--- src/rtl/core/mtes_pkg.sv ---
// Shared types, constants and helpers for the MIDI track event serializer.
package mtes_pkg;

  // Tick handling: the low TICK_BITS bits of the tick field form a signed value
  localparam int TICK_W    = 32;
  localparam int TICK_BITS = 32;
  localparam int LT_W      = TICK_BITS - 1;
  // Seven-bit groups of the variable-length delta
  localparam int NGRP      = (LT_W + 6) / 7;
  localparam int DLY_W     = NGRP * 7;
  localparam int GRP_W     = (NGRP > 1) ? $clog2(NGRP) : 1;
  // Byte position within one event (delta bytes plus three event bytes)
  localparam int POS_W     = $clog2(NGRP + 3);
  // Job queue between front and back
  localparam int QDEPTH    = 2;
  localparam int QPTR_W    = (QDEPTH > 1) ? $clog2(QDEPTH) : 1;
  localparam int QCNT_W    = $clog2(QDEPTH + 1);

  typedef enum logic [1:0] {
    REQ_NOTE_ON  = 2'd0,
    REQ_NOTE_OFF = 2'd1,
    REQ_CTRL     = 2'd2,
    REQ_EOT      = 2'd3
  } req_t;

  localparam logic [7:0] STATUS_NOTE_ON  = 8'h90;
  localparam logic [7:0] STATUS_NOTE_OFF = 8'h80;
  localparam logic [7:0] STATUS_CTRL     = 8'hB0;
  localparam logic [7:0] META_PREFIX     = 8'hFF;
  localparam logic [7:0] META_EOT        = 8'h2F;
  localparam logic [6:0] NOTE_OFF_VEL    = 7'd64;
  localparam logic [6:0] DATA_MAX        = 7'h7F;

  // One classified event, ready for byte emission
  typedef struct packed {
    logic                  eot;
    logic [GRP_W-1:0]      top;     // index of the most significant delta group
    logic [NGRP-1:0][6:0]  grp;     // delta groups, least significant first
    logic [7:0]            status;
    logic [6:0]            data_a;
    logic [6:0]            data_b;
  } job_t;

  // Queue status seen by front and back
  typedef struct packed {
    logic full;
    logic empty;
  } q_stat_t;

  // End-of-track sequence: zero delta, then FF 2F 00
  function automatic logic [7:0] eot_byte(input logic [1:0] idx);
    logic [7:0] b;
    case (idx)
      2'd1:    b = META_PREFIX;
      2'd2:    b = META_EOT;
      default: b = 8'h00;
    endcase
    return b;
  endfunction

endpackage

--- src/rtl/core/mtes_if.sv ---
// Channel interfaces for input events and output track bytes.
interface mtes_in_if;
  logic                            valid;
  logic                            ready;
  logic [1:0]                      req_type;
  logic signed [mtes_pkg::TICK_W-1:0] tick;
  logic signed [7:0]               channel;
  logic signed [8:0]               data_a;
  logic signed [8:0]               data_b;

  modport source (output valid, req_type, tick, channel, data_a, data_b, input ready);
  modport sink   (input valid, req_type, tick, channel, data_a, data_b, output ready);
endinterface

interface mtes_out_if;
  logic       valid;
  logic       ready;
  logic [7:0] out_byte;
  logic       last_of_event;

  modport source (output valid, out_byte, last_of_event, input ready);
  modport sink   (input valid, out_byte, last_of_event, output ready);
endinterface

--- src/rtl/core/midi_track_event_serializer_unit.sv ---
// Top level of the MIDI track event serializer.
// Each accepted event becomes its Standard MIDI File track bytes, one byte per
// cycle on the output channel while out_ch.ready allows, with last_of_event set
// on the final byte. A note or control event gives 4 to 8 bytes (1 to 5 delta
// bytes plus status and two data bytes); end of track gives four bytes (00 FF
// 2F 00). Input events are classified combinationally and queued two deep, so
// the input side takes events back to back while the queue has room and stalls
// independently of the output.
module midi_track_event_serializer_unit (
  input  logic        clk,
  input  logic        rst_n,
  mtes_in_if.sink     in_ch,
  mtes_out_if.source  out_ch
);
  import mtes_pkg::*;

  job_t            push_job;
  job_t            head_job;
  logic            q_push;
  logic            q_pop;
  q_stat_t         q_stat;
  logic [LT_W-1:0] last_tick;

  mtes_front u_front (
    .clk       (clk),
    .rst_n     (rst_n),
    .in_ch     (in_ch),
    .q_stat    (q_stat),
    .q_push    (q_push),
    .q_job     (push_job),
    .last_tick (last_tick)
  );

  mtes_queue u_queue (
    .clk    (clk),
    .rst_n  (rst_n),
    .push   (q_push),
    .wr_job (push_job),
    .pop    (q_pop),
    .rd_job (head_job),
    .stat   (q_stat)
  );

  mtes_back u_back (
    .clk    (clk),
    .rst_n  (rst_n),
    .job    (head_job),
    .q_stat (q_stat),
    .q_pop  (q_pop),
    .out_ch (out_ch)
  );

`ifndef ASSERT_OFF
  // end of track returns the previous tick to zero
  a_eot_clears_tick: assert property (@(posedge clk) disable iff (!rst_n)
    (in_ch.valid && in_ch.ready && in_ch.req_type == REQ_EOT) |=> (last_tick == '0))
    else $error("last tick not cleared after end of track");

  // queue cannot be full and empty at once
  a_queue_stat: assert property (@(posedge clk) disable iff (!rst_n)
    !(q_stat.full && q_stat.empty))
    else $error("queue status inconsistent");

  // retiring a job leaves its final byte in the output register
  a_pop_last: assert property (@(posedge clk) disable iff (!rst_n)
    q_pop |=> (out_ch.valid && out_ch.last_of_event))
    else $error("job retired without a flagged final byte");

  // no job is taken from an empty queue
  a_pop_nonempty: assert property (@(posedge clk) disable iff (!rst_n)
    q_pop |-> !q_stat.empty)
    else $error("pop from empty queue");
`endif

endmodule

--- src/rtl/core/mtes_front.sv ---
// Front end: accepts events, clamps fields, computes the delta and builds jobs.
module mtes_front (
  input  logic                    clk,
  input  logic                    rst_n,
  mtes_in_if.sink                 in_ch,
  input  mtes_pkg::q_stat_t       q_stat,
  output logic                    q_push,
  output mtes_pkg::job_t          q_job,
  output logic [mtes_pkg::LT_W-1:0] last_tick
);
  import mtes_pkg::*;

  logic [LT_W-1:0]      last_tick_r;
  logic [TICK_BITS-1:0] raw;
  logic [LT_W-1:0]      t;
  logic [LT_W-1:0]      delta;
  logic [DLY_W-1:0]     delta_pad;
  logic [7:0]           chm1;
  logic [3:0]           ch_nib;
  logic [6:0]           da;
  logic [6:0]           db;
  req_t                 rt;

  assign in_ch.ready = !q_stat.full;
  assign q_push      = in_ch.valid && !q_stat.full;
  assign last_tick   = last_tick_r;
  assign rt          = req_t'(in_ch.req_type);

  // Tick clamp and delta against the previous event
  always_comb begin
    raw       = in_ch.tick[TICK_BITS-1:0];
    t         = raw[TICK_BITS-1] ? '0 : raw[TICK_BITS-2:0];
    delta     = (t > last_tick_r) ? (t - last_tick_r) : '0;
    delta_pad = DLY_W'(delta);
  end

  // Field clamps
  always_comb begin
    chm1 = in_ch.channel - 8'sd1;
    if (in_ch.channel < 8'sd1) begin
      ch_nib = 4'd0;
    end else if (in_ch.channel > 8'sd16) begin
      ch_nib = 4'd15;
    end else begin
      ch_nib = chm1[3:0];
    end

    if (in_ch.data_a < 9'sd0) begin
      da = 7'd0;
    end else if (in_ch.data_a > 9'sd127) begin
      da = DATA_MAX;
    end else begin
      da = in_ch.data_a[6:0];
    end

    if (in_ch.data_b > 9'sd127) begin
      db = DATA_MAX;
    end else if (in_ch.data_b < 9'sd1) begin
      // note on never sends velocity 0
      db = (rt == REQ_NOTE_ON) ? 7'd1 : 7'd0;
    end else begin
      db = in_ch.data_b[6:0];
    end
  end

  // Job assembly
  always_comb begin
    q_job        = '0;
    q_job.eot    = (rt == REQ_EOT);
    q_job.data_a = da;
    for (int g = 0; g < NGRP; g++) begin
      q_job.grp[g] = delta_pad[g*7 +: 7];
    end
    q_job.top = '0;
    for (int g = 1; g < NGRP; g++) begin
      if (delta_pad[g*7 +: 7] != 7'd0) begin
        q_job.top = GRP_W'(g);
      end
    end
    unique case (rt)
      REQ_NOTE_ON: begin
        q_job.status = STATUS_NOTE_ON | {4'd0, ch_nib};
        q_job.data_b = db;
      end
      REQ_NOTE_OFF: begin
        q_job.status = STATUS_NOTE_OFF | {4'd0, ch_nib};
        q_job.data_b = NOTE_OFF_VEL;
      end
      REQ_CTRL: begin
        q_job.status = STATUS_CTRL | {4'd0, ch_nib};
        q_job.data_b = db;
      end
      default: begin
        q_job.status = 8'h00;
        q_job.data_b = 7'd0;
      end
    endcase
  end

  // Previous event tick; end of track returns it to zero
  always_ff @(posedge clk) begin
    if (!rst_n) begin
      last_tick_r <= '0;
    end else if (q_push) begin
      last_tick_r <= (rt == REQ_EOT) ? '0 : t;
    end
  end

endmodule

--- src/rtl/core/mtes_queue.sv ---
// Short job queue between the front end and the byte emitter.
module mtes_queue (
  input  logic               clk,
  input  logic               rst_n,
  input  logic               push,
  input  mtes_pkg::job_t     wr_job,
  input  logic               pop,
  output mtes_pkg::job_t     rd_job,
  output mtes_pkg::q_stat_t  stat
);
  import mtes_pkg::*;

  job_t              slot_r [QDEPTH];
  logic [QPTR_W-1:0] wr_ptr_r;
  logic [QPTR_W-1:0] rd_ptr_r;
  logic [QCNT_W-1:0] cnt_r;

  assign stat.full  = (cnt_r == QCNT_W'(QDEPTH));
  assign stat.empty = (cnt_r == '0);
  assign rd_job     = slot_r[rd_ptr_r];

  // Payload slots
  always_ff @(posedge clk) begin
    if (push) begin
      slot_r[wr_ptr_r] <= wr_job;
    end
  end

  // Pointers and fill count
  always_ff @(posedge clk) begin
    if (!rst_n) begin
      wr_ptr_r <= '0;
      rd_ptr_r <= '0;
      cnt_r    <= '0;
    end else begin
      if (push) begin
        wr_ptr_r <= (wr_ptr_r == QPTR_W'(QDEPTH - 1)) ? '0 : wr_ptr_r + 1'b1;
      end
      if (pop) begin
        rd_ptr_r <= (rd_ptr_r == QPTR_W'(QDEPTH - 1)) ? '0 : rd_ptr_r + 1'b1;
      end
      case ({push, pop})
        2'b10:   cnt_r <= cnt_r + 1'b1;
        2'b01:   cnt_r <= cnt_r - 1'b1;
        default: cnt_r <= cnt_r;
      endcase
    end
  end

endmodule

--- src/rtl/core/mtes_back.sv ---
// Back end: walks one job byte by byte into the output register.
module mtes_back (
  input  logic               clk,
  input  logic               rst_n,
  input  mtes_pkg::job_t     job,
  input  mtes_pkg::q_stat_t  q_stat,
  output logic               q_pop,
  mtes_out_if.source         out_ch
);
  import mtes_pkg::*;

  logic [POS_W-1:0] pos_r;
  logic             out_valid_r;
  logic [7:0]       out_byte_r;
  logic             out_last_r;

  logic [POS_W-1:0] top_ext;
  logic [POS_W-1:0] k;
  logic [GRP_W-1:0] gi;
  logic [7:0]       byte_nxt;
  logic             last_nxt;
  logic             advance;

  assign out_ch.valid         = out_valid_r;
  assign out_ch.out_byte      = out_byte_r;
  assign out_ch.last_of_event = out_last_r;

  assign advance = !q_stat.empty && (!out_valid_r || out_ch.ready);
  assign q_pop   = advance && last_nxt;

  // Byte select for the current position
  always_comb begin
    top_ext  = POS_W'(job.top);
    k        = pos_r - top_ext - POS_W'(1);
    gi       = GRP_W'(top_ext - pos_r);
    byte_nxt = 8'h00;
    if (job.eot) begin
      byte_nxt = eot_byte(pos_r[1:0]);
      last_nxt = (pos_r == POS_W'(3));
    end else begin
      last_nxt = (pos_r == top_ext + POS_W'(3));
      if (pos_r <= top_ext) begin
        // continuation bit on every delta byte but the lowest group
        byte_nxt = {gi != '0, job.grp[gi]};
      end else begin
        case (k)
          POS_W'(0): byte_nxt = job.status;
          POS_W'(1): byte_nxt = {1'b0, job.data_a};
          default:   byte_nxt = {1'b0, job.data_b};
        endcase
      end
    end
  end

  // Output register
  always_ff @(posedge clk) begin
    if (advance) begin
      out_byte_r <= byte_nxt;
      out_last_r <= last_nxt;
    end
  end

  // Control: valid flag and byte position
  always_ff @(posedge clk) begin
    if (!rst_n) begin
      out_valid_r <= 1'b0;
      pos_r       <= '0;
    end else begin
      if (advance) begin
        out_valid_r <= 1'b1;
        pos_r       <= last_nxt ? '0 : pos_r + 1'b1;
      end else if (out_ch.ready) begin
        out_valid_r <= 1'b0;
      end
    end
  end

endmodule

--- src/flat_wrapper.sv ---
// flat-port wrapper written by rule: the top's interface ports become plain ports
module midi_track_event_serializer_unit_flat import mtes_pkg::*;
  (clk, rst_n, in_ch_valid, in_ch_req_type, in_ch_tick, in_ch_channel, in_ch_data_a, in_ch_data_b, in_ch_ready, out_ch_valid, out_ch_out_byte, out_ch_last_of_event, out_ch_ready);
  mtes_in_if in_ch_i ();
  mtes_out_if out_ch_i ();
  input  logic clk;
  input  logic rst_n;
  input wire logic [$bits(in_ch_i.valid)-1:0] in_ch_valid;
  input wire logic [$bits(in_ch_i.req_type)-1:0] in_ch_req_type;
  input wire logic [$bits(in_ch_i.tick)-1:0] in_ch_tick;
  input wire logic [$bits(in_ch_i.channel)-1:0] in_ch_channel;
  input wire logic [$bits(in_ch_i.data_a)-1:0] in_ch_data_a;
  input wire logic [$bits(in_ch_i.data_b)-1:0] in_ch_data_b;
  output wire logic [$bits(in_ch_i.ready)-1:0] in_ch_ready;
  output wire logic [$bits(out_ch_i.valid)-1:0] out_ch_valid;
  output wire logic [$bits(out_ch_i.out_byte)-1:0] out_ch_out_byte;
  output wire logic [$bits(out_ch_i.last_of_event)-1:0] out_ch_last_of_event;
  input wire logic [$bits(out_ch_i.ready)-1:0] out_ch_ready;
  assign in_ch_i.valid = in_ch_valid;
  assign in_ch_i.req_type = in_ch_req_type;
  assign in_ch_i.tick = in_ch_tick;
  assign in_ch_i.channel = in_ch_channel;
  assign in_ch_i.data_a = in_ch_data_a;
  assign in_ch_i.data_b = in_ch_data_b;
  assign in_ch_ready = in_ch_i.ready;
  assign out_ch_valid = out_ch_i.valid;
  assign out_ch_out_byte = out_ch_i.out_byte;
  assign out_ch_last_of_event = out_ch_i.last_of_event;
  assign out_ch_i.ready = out_ch_ready;
  midi_track_event_serializer_unit u_core (.clk(clk), .rst_n(rst_n), .in_ch(in_ch_i), .out_ch(out_ch_i));
endmodule
--- config.mk ---
export PLATFORM = sky130hd
export DESIGN_NAME = midi_track_event_serializer_unit_flat
export DESIGN_NICKNAME = d
export VERILOG_FILES = /design/src/rtl/core/mtes_pkg.sv /design/src/rtl/core/mtes_if.sv /design/src/rtl/core/midi_track_event_serializer_unit.sv /design/src/rtl/core/mtes_front.sv /design/src/rtl/core/mtes_queue.sv /design/src/rtl/core/mtes_back.sv /design/src/flat_wrapper.sv
export SDC_FILE = /design/constraint.sdc
export NUM_CORES = 1
export LEC_CHECK = 0
export BUFFER_PORTS_ARGS = -buffer_cell sky130_fd_sc_hd__buf_2
export CORE_ASPECT_RATIO = 0.8
export CORE_MARGIN = 2
export CORE_UTILIZATION = 40
export CTS_BUF_LIST = sky130_fd_sc_hd__clkbuf_16
export DETAILED_ROUTE_END_ITERATION = 16
export GPL_TIMING_DRIVEN = 0
export PLACE_DENSITY = 0.63
export SYNTH_ARGS = -nofsm -noshare
export SYNTH_HDL_FRONTEND = slang
export SYNTH_SLANG_ARGS = --single-unit
export TNS_END_PERCENT = 50
--- constraint.sdc ---
create_clock -name clk -period 4.6 [get_ports clk]
set_input_delay 0.46 -clock clk [delete_from_list [all_inputs] [get_ports clk]]
set_output_delay 0.46 -clock clk [all_outputs]
set_load 0.05 [all_outputs]
==> results_dict.tcl, run 1 <==
set metrics [dict create \
    min_period_over_period 0.8485 \
    synth_simple_gate_area_share 0.1771 \
    ys_ff_latch 161 \
    fin_skew_ns 0.01954 \
    clock_latency_ns 0.44 \
    die_w_um 172.9 \
    root_buffer "clkbuf_16" \
    grt.met1_usage 0.2644 \
    cts.clk_slew.worst_paths_ns 0.08 \
    layout_common_cells "edfxtp_1, nand2_1, nor2_1, buf_2, o21ai_0" \
    antennaDiodeCount 0 \
    gr-total-overflow 0 \
    synth_top_family_by_area "simple AND/OR/NAND/NOR gates" \
    yosysWarnings 0 \
    initialDrtViolationCount 569 \
    routed_via_density 5.153 \
    fmax_mhz 256.2 \
    area_growth_pct 15.37 \
    async_reset_ff_frac 0 \
    synth.distinct_cells 61 \
    boundaryPins 75 \
    start_kind "flip-flop" \
    post_synth.cell_area_avg_sq_um 10.24 \
    hpwl_um 15820 \
    syn-cell-area_sq_mm 0.009134 \
    fillers 2173 \
    port_buffers 72 \
    critPathKind "flip-flop to flip-flop" \
    synth_fp_nets 1001 \
    fp.dieH_um 139.2 \
    clockBufferDepth 2 \
    synthAdderAreaFrac 0.06329 \
    slew_headroom 0.1933 \
    fin_ws_ns 0.6968 \
    arrival_ns 4.13 \
    drcViolationCount 0 \
    fin_util 0.4696 \
    fin_area_sq_mm 0.01054 \
    grt_pass1_vias 6445 \
    synth_edf_count 121 \
    drive_gt1_frac 0.1565 \
    post_cts_resized 0 \
    cts_inserted_buffers 17 \
    drv_cap 0 \
    use_met3 0.03399 \
    post-cts-setup-buffers 0 \
    leakage_nw 3.935 \
    outcome "finished, final reports clean" \
    synthCells 892 \
    ant_nets 0 \
    synth-xor-area-share 0.03548 \
    synth_compound_area_frac 0.1284 \
    layout_min_cycle_time_ns 3.903 \
    cts_max_level 4 \
    ys.flop_type "edfxtp_1" \
    finalHoldViolCount 0 \
    grt.total_usage 0.1808 \
    cts_hold_buf 0 \
    tightestPinTransition_ns 1.206 \
    fin_nets 1093 \
    antenna_found_initial 0 \
    gp_congestion 0.8378 \
    finalNonFillerCells 1303 \
    synth_mux_area_frac 0.07521 \
    synth-seq-area-share 0.4855 \
    dpl_cell_area_sq_mm 0.009932 \
    layout_commonest_cell "edfxtp_1" \
    pre_cts_ws_ns 0.1768 \
    start_util 0.4070 \
    hp-class "input pin to flip-flop" \
    ir_worst_vdd_uv 215.8 \
    use_met2 0.2777 \
    grt_pass1_wl_um 34400 \
    core_sq_mm 0.02244 \
    cts.sinks 161 \
    totalWireLength_um 21070 \
    vias 6715 \
    place_inst 1272 \
    grt_start_max_net_pins 34 \
    worst_ep_required_time_ns 4.83 \
    setup_viol 0 \
    rows 49 \
    busiest_layer "met2" \
    firstDrtPassIters 5 \
    rsz0062_at_grt "false" \
    tritoncts "built" \
    wl_per_cell_um 16.17 \
    cp-end-kind "flip-flop" \
    power.density_mw_per_mm2 486.4 \
    crit_fanout 18 \
    die-area_sq_mm 0.02407 \
    final-max-slew-violation-count 0 \
]
[final cells by class]
type	count	area (sq um)	share of cell area
clock inverters	15	183.9	0.01745
clock buffers	17	425.4	0.04037
multi-input cells	649	4394	0.4170
well taps	306	382.9	0.03633
plain buffers	38	155.1	0.01472
repair buffers	74	400.4	0.03800
inverters	43	161.4	0.01532
flip-flops and latches	161	4434	0.4208
[cell usage after synthesis, types with 3 or more instances]
library cell  number  area, sq um
o31ai_1            3        22.52
a21oi_2            4        35.03
mux4_2            16        360.4
o21ai_1            6        30.03
inv_1             43        161.4
buf_1              7        26.28
nor3_1            15        75.07
nor2b_1           40        250.2
and2_1            33        206.5
nor2_1            83        311.6
xnor2_1           21        183.9
clkbuf_1          29        108.9
or3_1              4        25.02
nand2_1          114        427.9
o21ai_0           49        245.2
mux2i_1           18        180.2
a21o_1            11        82.58
xor2_1            16        140.1
dfxtp_1           40        800.8
edfxtp_1         121         3633
a211oi_1           6        45.04
o21bai_1           4        30.03
nand4_1            7        43.79
a22oi_1            5        37.54
a31oi_1            9        56.30
and3_1             5        31.28
o21a_1             4        30.03
o211ai_1          12        90.09
a21oi_1           45        225.2
nand3_1           14        70.07
nand2b_1          10        62.56
nor4_1             4        25.02
ha_1              43        538.0
mux2_2            13        146.4
a21boi_1           3        22.52
[registers in the layout, summed over array words and instances, names as in the netlist, 2 cells and up, named ones only]
| name | cells |
|---|---|
| u_core.u_back.out_ch.out_byte | 8 |
| u_core.u_back.pos_r | 3 |
| u_core.u_front.last_tick | 31 |
| u_core.u_queue.cnt_r | 2 |
| u_core.u_queue.slot_r | 112 |
[per-layer routing]
| metal | wire length [um] | share of wire | vias to the layer above |
|---|---|---|---|
| met5 | 0 | 0 | - |
| met2 | 9182 | 0.44 | 167 |
| met4 | 156 | 0.0074 | 0 |
| met1 | 10710 | 0.51 | 3162 |
| met3 | 1021 | 0.048 | 12 |
| li1 | - | - | 3374 |
[critical path, stage by stage, from the launching register on]
cell and delay (ns):
dfxtp_1 0.31, buf_4 0.31, clkbuf_1 0.43, mux2i_1 0.42
fa_1 0.47, clkbuf_1 0.30, nor2_1 0.37, clkbuf_1 0.36
o21ai_0 0.12, o21ai_0 0.20, nand2_1 0.08, a31oi_1 0.33
[per-stage QoR]
step	TNS, ns	total power, mW	hold slack [ns]
after detailed placement	0	3.726	0.5383
final	0	5.126	0.3533
after CTS	0	5.158	0.3415
after floorplan	0	3.232	0.4906
after global placement	-121.21	3.689	0.5110
after global routing	0	5.400	0.3531
[cells by family (layout without fill, tap and decap cells)]
family / after synthesis / after routing
flip-flops: 161 / 161
buffers and inverters: 82 / 187
AND/OR/NAND/NOR: 338 / 338
AO/OA/AOI/OAI: 182 / 182
multiplexers: 47 / 47
XOR/XNOR: 37 / 37
adder cells (fa/ha/maj): 45 / 45
[where the power goes]
group          switching [mW]  internal (mW)
clock                   0.692          0.742
combinational            1.13          0.645
sequential             0.0721           1.84
[path summary, 6_finish.rpt]
| kind | start | endpoint | slack, ns | cells after the start |
|---|---|---|---|---|
| min | in_ch_data_a[5] | u_core.u_queue.slot_r[0][12]$_DFFE_PP_ | 0.35 | 3 |
| max reg2reg | flip-flop | u_core.u_back.out_ch.out_byte[0]$_DFFE_PP_ | 0.70 | 11 |
| max | flip-flop | u_core.u_back.out_ch.out_byte[0]$_DFFE_PP_ | 0.70 | 11 |
| min reg2reg | u_core.u_queue.cnt_r[1]$_SDFFE_PN0P_ | u_core.u_queue.cnt_r[1]$_SDFFE_PN0P_ | 0.55 | 2 |
No activity file was read; power rests on OpenSTA's default activity.
==> inputs of run 2 (changes only) <==
Settings changed: ABC_AREA from default to 1, PLACE_DENSITY 0.63 to 0.65.
Clock period 4.6 ns to 3.5 ns, I/O delays scaled along.
==> run 2 against run 1 <==
Routed wire length increased by 20%. First-iteration DRC count is 2.3% lower. Flip-flop and latch count unchanged. Largest cell class is now multi-input gates. Count of clock-buffer cells in the layout did not move. Clock skew shrank 0.0046 ns. Critical path type unchanged. Hold slack got worse by 0.16 ns. Synthesized area grew 7.8%. Cell count rose by 29%. Largest power group is now combinational logic. Critical endpoint is now u_core.u_back.out_ch.out_byte[6]$_DFFE_PP_. Synthesized cell count increased by 41%. Maximum frequency grew 17%.
==> results_dict.tcl, run 2 <==
set metrics [dict create \
    initialDrtViolationCount 556 \
    synth_edf_count 121 \
    cts.sinks 161 \
    fmax_mhz 300.5 \
    area_growth_pct 15.36 \
    critPathKind "flip-flop to flip-flop" \
    die-area_sq_mm 0.02590 \
    fin_util 0.4685 \
    largest_reg_flops 112 \
    synth_commonest_cells "nand2_1, inv_1, nor2_1" \
    boundaryPins 75 \
    hold_slack_ns 0.1982 \
    synth_fp_nets 1363 \
    gr-total-overflow 0 \
    synth.distinct_cells 54 \
    fin_nets 1459 \
    totalWireLength_um 25290 \
    syn-cell-area_sq_mm 0.009847 \
    antennaDiodeCount 0 \
    ys_ff_latch 161 \
    layout_commonest_cell "nand2_1" \
    antenna_found_initial 0 \
    die_w_um 179.4 \
    grt.total_usage 0.1995 \
    cts.clk_slew.worst_paths_ns 0.07 \
    crit_fanout 19 \
    slew_headroom 0.2145 \
    tritoncts "built" \
    hp-class "input pin to flip-flop" \
    routed_via_density 5.045 \
    layout_common_cells "nand2_1, inv_1, nor2_1, edfxtp_1, a21oi_1" \
    synth-seq-area-share 0.4503 \
    rows 51 \
    seq_area_sq_mm 0.004434 \
    ir_worst_vdd_uv 382.8 \
    power.density_mw_per_mm2 642.7 \
    grt_pass1_wl_um 40470 \
    ys.flop_type "edfxtp_1" \
    outcome "finished, final reports clean" \
    finalHoldViolCount 0 \
    cp-end-kind "flip-flop" \
    start_kind "flip-flop" \
    synthAdderAreaFrac 0.05870 \
    synth_mux_area_frac 0.004066 \
    place_inst 1648 \
    setup_viol 0 \
    netlist.area_leader.share 0.3690 \
    post_synth.cell_area_avg_sq_um 7.852 \
    rsz0062_at_grt "true" \
    multi_input_area_sq_mm 0.004522 \
    arrival_ns 3.52 \
    post-synth-top-count-cell "nand2_1" \
    tightestPinTransition_ns 1.178 \
    vias 8480 \
    port_buffers 73 \
    tns_ns 0 \
    gp_congestion 0.9255 \
    async_reset_ff_frac 0 \
    clock_latency_ns 0.44 \
    grt_start_max_net_pins 32 \
    synthCells 1254 \
    synth-xor-area-share 0.01334 \
    root_buffer "clkbuf_16" \
    drive_gt1_frac 0.1306 \
    worst_ep_required_time_ns 3.69 \
    finalNonFillerCells 1681 \
    layout_min_cycle_time_ns 3.328 \
    yosys-top-cells-area "edfxtp_1, nand2_1, dfxtp_1" \
    final-max-slew-violation-count 0 \
    cts_hold_buf 0 \
    synth_compound_area_frac 0.1199 \
    top_register "u_core.u_queue.slot_r" \
    start_util 0.4061 \
    hpwl_um 19320 \
    synth_simple_gate_area_share 0.2573 \
    regToRegSetupSlack_ns 0.17 \
    min_period_over_period 0.9508 \
    total_power_mw 7.300 \
    clockBufferDepth 2 \
    cts_max_level 4 \
    fp.dieH_um 144.3 \
    wl_per_cell_um 15.05 \
    yosysWarnings 0 \
    firstDrtPassIters 8 \
    ant_nets 0 \
    leakage_nw 5.188 \
    core_sq_mm 0.02425 \
    fin_skew_ns 0.01497 \
    drcViolationCount 0 \
    yosysTopAreaCell "edfxtp_1" \
    fillers 2423 \
    grt_pass1_vias 7985 \
    drv_cap 0 \
    cts_inserted_buffers 17 \
    synth_top_family_by_area "simple AND/OR/NAND/NOR gates" \
]
==> run 2: cell types whose count changed after synthesis, sizes merged, moves of 36 or more <==
cell / delta
nand3: +37
nand2: +217
nor2: +77
inv: +165
nor2b: -41
a21oi: +36
==> run 2: final cells by class <==
class	instances	area share
Clock inverter	15	0.01322
Clock buffer	17	0.03745
Sequential cell	161	0.3904
Multi-Input combinational cell	849	0.3981
Tap cell	318	0.03503
Inverter	210	0.07027
Buffer	32	0.01487
Timing Repair Buffer	79	0.04075
==> run 2: metal layers <==
metal | share of wire | GRT usage | up-vias | wire length [um]
met3 | 0.057 | 0.03928 | 36 | 1443
met5 | 0 | 0 | - | 0
met2 | 0.45 | 0.3321 | 251 | 11390
met4 | 0.019 | 0.05477 | 0 | 471
li1 | - | - | 4304 | -
met1 | 0.47 | 0.2668 | 3889 | 11990
==> run 2: path summary, 6_finish.rpt <==
check                           cells past startpoint                                    endpoint                                      start
worst min register to register                      2   u_core.u_front.last_tick[21]$_SDFFE_PN0P_  u_core.u_front.last_tick[21]$_SDFFE_PN0P_
worst max-delay path                               12  u_core.u_back.out_ch.out_byte[6]$_DFFE_PP_                                  flip-flop
worst max register to register                     12  u_core.u_back.out_ch.out_byte[6]$_DFFE_PP_                                  flip-flop
worst min-delay path                                3        u_core.u_queue.cnt_r[1]$_SDFFE_PN0P_                                      rst_n
==> run 2: stage by stage <==
stage	instance area (sq um)	setup slack (ns)
global route	11360	-0.05469
finish	11360	0.1721
floorplan	9849	-0.4707
detailed placement	10700	-0.9572
CTS	11310	0.02809
global placement	10610	-1.727
==> run 2: what timing repair did <==
item / 4_1_cts / 5_1_grt
endpoints found under the setup margin: 10 / 8
gates resized for setup: 16 / 7
pin swaps: 0 / 1
setup buffers: 0 / 3
==> run 2: critical path: stages (launching register included) <==
cell and delay [ns]:
dfxtp_1 0.37, buf_4 0.23, clkbuf_8 0.27, o21ai_1 0.18, fa_2 0.61, clkinvlp_4 0.21, nand2_4 0.18, clkinvlp_4 0.20
a221oi_1 0.30, o21ai_0 0.19, a22o_1 0.22, nand2_1 0.05, nand2_1 0.04
==> run 2: cell families (layout without fill, tap and decap cells) <==
| kind of cell | count (synthesis) | count (layout) |
|---|---|---|
| fa+ha+maj | 45 | 45 |
| xor+xnor | 15 | 15 |
| buf+inv | 244 | 353 |
| flops | 161 | 161 |
| simple gates | 593 | 593 |
| compound gates | 192 | 192 |
| mux | 4 | 4 |
==> run 2: power breakdown <==
part           switching [mW]  internal (mW)  total (mW)
registers              0.0810           2.43        2.51
clock network           0.843          0.999        1.84
logic                    2.02          0.926        2.95
